**src/hw/rtl/rau_pkg.sv**
```systemverilog
// ----------------------------------------------------------------------------
// rau_pkg
// Types and codes shared by the rational arithmetic unit.
// ----------------------------------------------------------------------------
package rau_pkg;

    localparam int unsigned WORD_BITS_DEF = 64;
    localparam int unsigned IN_W          = 64;
    localparam int unsigned WIDE_W        = 128;

    typedef enum logic [2:0] {
        OP_NORM = 3'd0,
        OP_ADD  = 3'd1,
        OP_SUB  = 3'd2,
        OP_MUL  = 3'd3,
        OP_DIV  = 3'd4,
        OP_INV  = 3'd5
    } op_t;

    typedef enum logic [1:0] {
        ST_OK       = 2'd0,
        ST_ZERO_DEN = 2'd1,
        ST_OVERFLOW = 2'd2
    } status_t;

    typedef struct packed {
        logic [2:0]         operation;
        logic signed [63:0] a_num;
        logic signed [63:0] a_den;
        logic signed [63:0] b_num;
        logic signed [63:0] b_den;
    } in_beat_t;

    typedef struct packed {
        logic signed [63:0] res_num;
        logic [62:0]        res_den;
        logic [1:0]         status;
    } out_beat_t;

    typedef enum logic [3:0] {
        S_IDLE,
        S_MUL1,
        S_MUL2,
        S_COMB,
        S_G_CHK,
        S_G_TWO,
        S_G_AODD,
        S_G_BODD,
        S_G_SUB,
        S_G_SHL,
        S_DIVN,
        S_DIVD,
        S_FIN,
        S_OUT
    } state_t;

    // One multiply request to the multiplier
    typedef struct packed {
        logic        start;
        logic [63:0] x;
        logic [63:0] y;
    } mul_req_t;

    typedef struct packed {
        logic         done;
        logic [127:0] p;
    } mul_rsp_t;

endpackage

```
**src/hw/rtl/rau_mul.sv**
```systemverilog
// ----------------------------------------------------------------------------
// rau_mul
// 64x64 unsigned multiplier: one 32x32 partial product per cycle.
// ----------------------------------------------------------------------------
module rau_mul
    import rau_pkg::*;
(
    input  logic     aclk,
    input  logic     aresetn,
    input  mul_req_t req,
    output mul_rsp_t rsp
);

    logic [63:0]  x_reg, y_reg;
    logic [127:0] acc_reg, acc_next;
    logic [2:0]   cnt_reg, cnt_next;
    logic         busy_reg, busy_next;
    logic         done_reg, done_next;
    logic [31:0]  xs, ys;
    logic [63:0]  pp_reg;
    logic [63:0]  pp_next;
    logic [1:0]   sel_reg;

    always_comb begin
        xs = cnt_reg[1] ? x_reg[63:32] : x_reg[31:0];
        ys = cnt_reg[0] ? y_reg[63:32] : y_reg[31:0];
        pp_next = 64'(xs) * 64'(ys);
    end

    // Each partial product is multiplied, registered in pp_reg, then accumulated shifted.
    always_comb begin
        acc_next  = acc_reg;
        cnt_next  = cnt_reg;
        busy_next = busy_reg;
        done_next = 1'b0;
        if (req.start) begin
            acc_next  = '0;
            cnt_next  = '0;
            busy_next = 1'b1;
        end else if (busy_reg) begin
            cnt_next = cnt_reg + 3'd1;
            if (cnt_reg != 3'd0) begin
                acc_next = acc_reg + ({64'd0, pp_reg} << (7'(sel_reg[1]) * 7'd32
                                                        + 7'(sel_reg[0]) * 7'd32));
            end
            if (cnt_reg == 3'd4) begin
                busy_next = 1'b0;
                done_next = 1'b1;
            end
        end
    end

    always_ff @(posedge aclk) begin
        if (!aresetn) begin
            busy_reg <= 1'b0;
            done_reg <= 1'b0;
            cnt_reg  <= '0;
        end else begin
            busy_reg <= busy_next;
            done_reg <= done_next;
            cnt_reg  <= cnt_next;
        end
        acc_reg <= acc_next;
        pp_reg  <= pp_next;
        sel_reg <= cnt_reg[1:0];
        if (req.start) begin
            x_reg <= req.x;
            y_reg <= req.y;
        end
    end

    assign rsp.done = done_reg;
    assign rsp.p    = acc_reg;

endmodule

```
**config.mk**
```make
export PLATFORM = sky130hd
export DESIGN_NAME = rau_mul
export DESIGN_NICKNAME = d
export VERILOG_FILES = /design/src/hw/rtl/rau_pkg.sv /design/src/hw/rtl/rau_mul.sv
export SDC_FILE = /design/constraint.sdc
export NUM_CORES = 2
export LEC_CHECK = 0
export ABC_AREA = 1
export BUFFER_PORTS_ARGS = -buffer_cell sky130_fd_sc_hd__buf_2
export CORE_AREA = 2 2 348 350
export CTS_CLUSTER_SIZE = 12
export DETAILED_ROUTE_END_ITERATION = 10
export DIE_AREA = 0 0 350 352
export PLACE_DENSITY = 0.74
export SYNTH_ARGS = -nofsm -noshare
export SYNTH_HDL_FRONTEND = slang
export SYNTH_SLANG_ARGS = --single-unit
```
**constraint.sdc**
```tcl
create_clock -name aclk -period 10.15 [get_ports aclk]
set_clock_uncertainty 0.05 [all_clocks]
set_input_delay 0.5075 -clock aclk [delete_from_list [all_inputs] [get_ports aclk]]
set_output_delay 0.5075 -clock aclk [all_outputs]
set_load 0.005 [all_outputs]
```
Word level (Yosys, flattened, before mapping):

Index checks and enable logic that the tools add are counted.
Widths: inputs -> output; s select.

* mux-type cells: 6
* $mul: 1
* bitwise gates (word level): 2
* add/subtract/negate cells: 3
* equal/unequal tests: 1
* reductions and logical operators: 4
* shift-type cells: 1

Operators with widths (count)
* $add 128x128->128: 1
* $shl 64x7->128: 1
* $mul 32x32->64: 1
* $mux 32: 2
* $add 6x6->7: 1
* $mux 1: 4
* $add 3x1->3 const B: 1
* $eq 3x3->1 const B: 1
* $reduce_bool 3->1: 1
* $reduce_or 3->1: 1
* $not 1->1: 2
* $reduce_and 2->1: 1
* $reduce_or 2->1: 1

* word-level logic and storage cells: 26
* register bits after elaboration: 327
* bits of input ports: 131
* output and inout port bits: 129

Depth between registers and ports, before layout:

* depth in word-level cells: 4
* depth in mapped cells: 38
* gate-level depth less buffers: 34

Least setup slack after synthesis:

OpenSTA, ideal clock, no wires.

* path type: register -> register
* start: register cnt_reg[1]
* end: register pp_reg[59]
* buffers on the path: 4
* cell stages (with the launch flop): 35
* period minus slack after synthesis: 7190 ps
* slack: 2960 ps
* data arrival time: 7023 ps
* library setup time: 117 ps
* required time: 9983 ps
* cells stage by stage: dfxtp_1 buf_2 inv_2 clkbuf_1 or2_2 o21ai_0 buf_2 buf_2 nor2_1 fa_1 inv_1 fa_1 fa_1 fa_1 inv_1 fa_1 inv_1 fa_1 inv_1 fa_1 inv_1 fa_1 inv_1 ha_1 a21oi_1 a21boi_0 o21ai_1 nand2_1 nand2_1 nand2_1 nand3_1 nand2_1 inv_1 o21bai_1 nand2_1

* word-level cells in the longest chain between the ends: 2

RTL lines
* start, declared: line rau_mul.sv:16 `logic [2:0] cnt_reg, cnt_next;`
* start signal, assigned: line rau_mul.sv:61 `cnt_reg <= cnt_next;`
* $mux 32: line rau_mul.sv:25 `xs = cnt_reg[1] ? x_reg[63:32] : x_reg[31:0];`
* $mul 32x32->64: line rau_mul.sv:27 `pp_next = 64'(xs) * 64'(ys);`
* via pp_next[59]: line rau_mul.sv:21 `logic [63:0] pp_next;`
* end signal, assigned: line rau_mul.sv:64 `pp_reg <= pp_next;`
* end, declared: line rau_mul.sv:20 `logic [63:0] pp_reg;`

The timed path passes the listed nets, and every way through them passes these cells.
A chain may end at the register's enable or synchronous reset.

Worst setup path after layout:

* start: register cnt_reg[1]
* end: register pp_reg[50]

Same word-level chain as after synthesis.

==> results.ini <==
[outcome]
status=completed

[synth]
synth-xor-area-share_pct=1.75
synth_top_cell_by_area=fa_1
syn-cell-area_um2=59500
yosys.area_share.adder_pct=38.5
synth-seq-cells=327
synth_edf_count=128
ys_types=52
synthMuxAreaShare_pct=0
synthFlopType=dfxtp_1
synth_top_family_by_area=adder cells
yosys.area_share.simple_pct=26.8
syn_inst=8527
syn_area_per_cell_um2=6.98
syn_nets=9948
ys_async_sr_fraction_pct=0
synth_top_area_share_pct=30.2
ys_seq_area_share_pct=13.2
yosysWarnings=0
synth_area_leaders=fa_1 30%, nand2_1 14%, inv_1 13%
synth-compound-area-share_pct=4.79

[placement]
routabilityCongestion=1.11
dp_cells=10300
io_buffer_count=259
hpwl_mm=222

[worst_setup_path]
cp_top_family=adder cells
startpoint_type=register
endpoint_kind=register
path_class=register to register
arrival_ns=9.69
cp_slowest_cell=o21ai_2
crit_chain=buf_4 -> o21ai_2 -> inv_1 -> nand2_1 -> fa_1 -> inv_1 -> fa_1 -> fa_1 -> fa_1 -> fa_1 -> fa_1 -> fa_1 -> ha_1 -> ha_1 -> nand2_1 -> nor2_1 -> inv_1 -> nor2_1 -> inv_1 -> nor2_1 -> nand4_1 -> nand3_1 -> xor2_1
crit_buf_inv=5
crit_required_ns=10.69
critPathMaxStageDelay_ns=0.83
cp_max_fo=34
path_common_cell=fa_1

[floorplanning]
ios=260
fp.coreArea_um2=119000
start_util_pct=49.8
rows=127
die_y_um=352
dieArea_um2=123000
fp.dieW_um=350

[finish]
area_growth_pct=10.1
fill_cells=11700
final_nets=10200
seqCellArea_um2=7830
largest_register_ffs=128
finalNonFillerCells=10500
multi_input_area_um2=42900
drive_gt1_share_pct=8.67

[grt]
grt_max_degree=98
antenna_found_initial=6
gr-total-overflow=0
grt_pass1_wl_mm=395
track_usage_pct=44.9
grt_pass1_vias=58600

[timing]
tns_ns=0
worstMarginPinSlew_ns=1.27
finalCriticalPeriod_ns=9.15
max-slew-margin-rel_pct=15.3
timing.fmax_mhz=109
rsz0062_at_grt=false
hold_viol_final=0
maxSlewViolCount=0
setup-violations-final=0
fin_crit_sh_pct=90.2

[drt]
top_layer_used=met4
drtIter0Drc=5596
met3_length_mm=27.9
ant_nets=0
wl_met1_mm=96.1
drcViolationCount=0
vias=57400
drt-total-wl_mm=277
first_pass_iters=8
viasPerCell=5.48
wl_per_cell_um=26.5
wl_met2_mm=122

[clocking]
cts.sinks=327
clkSlewWorstSetupHoldPaths_ns=0.06
htree_levels=2
cts_max_path_buffers=3
cts_buffers=45
cts-root-buf=clkbuf_16
clkLatencyLatePin_ns=0.70
cts_tree=built
cts_hold_buffers=123
cts_resized=0
cts_setup_buffers=0

[worst_hold_path]
hold_path.class=input port to register

[job]
cap_violations=0

## through the flow
stage | util, % | cell area (µm²) | hold WS (ns) | setup WS [ns]
6_report | 54.9 | 65500 | 0.0211 | 0.999
5_1_grt | 54.9 | 65500 | 0.0133 | 0.785
4_1_cts | 54.9 | 65500 | 0.00242 | 1.19
3_5_place_dp | 52.5 | 62700 | 0.313 | 1.21
3_3_place_gp | 52.5 | 62700 | 0.303 | 1.20
2_1_floorplan | - | 59500 | 0.300 | 2.96
## final timing paths
kind,start,slack [ns],end,cells past startpoint
min,req[11],0.02,y_reg[11],1
min reg2reg,cnt_reg[0],0.33,sel_reg[0],0
max,cnt_reg[1],1.0,pp_reg[50],23
max reg2reg,cnt_reg[1],1.0,pp_reg[50],23
## cell usage after synthesis, types with 16 or more instances
cell type and number:
nand2_1 2259, inv_1 2045, nor2_1 1213, fa_1 897
ha_1 393, o21ai_0 204, dfxtp_1 199, nand3_1 185
a21oi_1 169, edfxtp_1 128, buf_2 112, clkbuf_1 107
xor2_1 99, inv_2 60, nor2_2 58, or2_2 58
nand2_2 45, nor3_1 29, o21ai_2 27, a31oi_1 26
nand3_2 21, nand4_1 21, o21ai_1 20, xnor2_1 20
o21bai_1 16
## worst register-to-register path, stage by stage, from the launching register on
cell and delay (ns):
dfxtp_2 0.33, buf_4 0.29, o21ai_2 0.88, inv_1 0.71
nand2_1 0.26, fa_1 0.51, inv_1 0.12, fa_1 0.45
fa_1 0.74, fa_1 0.53, fa_1 0.54, fa_1 0.43
fa_1 0.47, ha_1 0.30, ha_1 0.54, nand2_1 0.21
nor2_1 0.13, inv_1 0.09, nor2_1 0.14, inv_1 0.13
nor2_1 0.46, nand4_1 0.36, nand3_1 0.22, xor2_1 0.21
## kinds of logic (layout without fill, tap and decap cells)
logic type | after synthesis | count (layout)
XOR/XNOR | 119 | 119
other | 0 | 5
adder cells (fa/ha/maj) | 1290 | 1290
flip-flops | 327 | 327
AO/OA/AOI/OAI | 509 | 509
buffers and inverters | 2346 | 2676
AND/OR/NAND/NOR | 3936 | 3936
## layout by cell type (no fill, tap or decap), types with 123 or more instances in the layout
master,n
fa_1,897
edfxtp_1,128
nand3_1,185
dfxtp_1,197
buf_2,258
nand2_1,2259
a21oi_1,169
dlygate4sd3_1,123
ha_1,392
nor2_1,1213
inv_1,2044
o21ai_0,183
## routing by layer
metal  track usage, %  up-vias
li1                 -    25400
met3             11.3     1152
met4             40.0        0
met5                0        -
met2             70.5     3523
met1             50.5    27300
## cell type report
type,count,share of cell area [%]
Antenna cell,5,0.0191
Inverter,2115,12.1
Tap cell,1612,3.08
Clock inverter,24,0.541
Sequential cell,327,12.0
Multi-Input combinational cell,5854,65.4
Clock buffer,56,1.83
Timing Repair Buffer,481,5.01
Power is not shown: default switching activity piles up to over one toggle a cycle in this logic, so the estimate is an artifact.
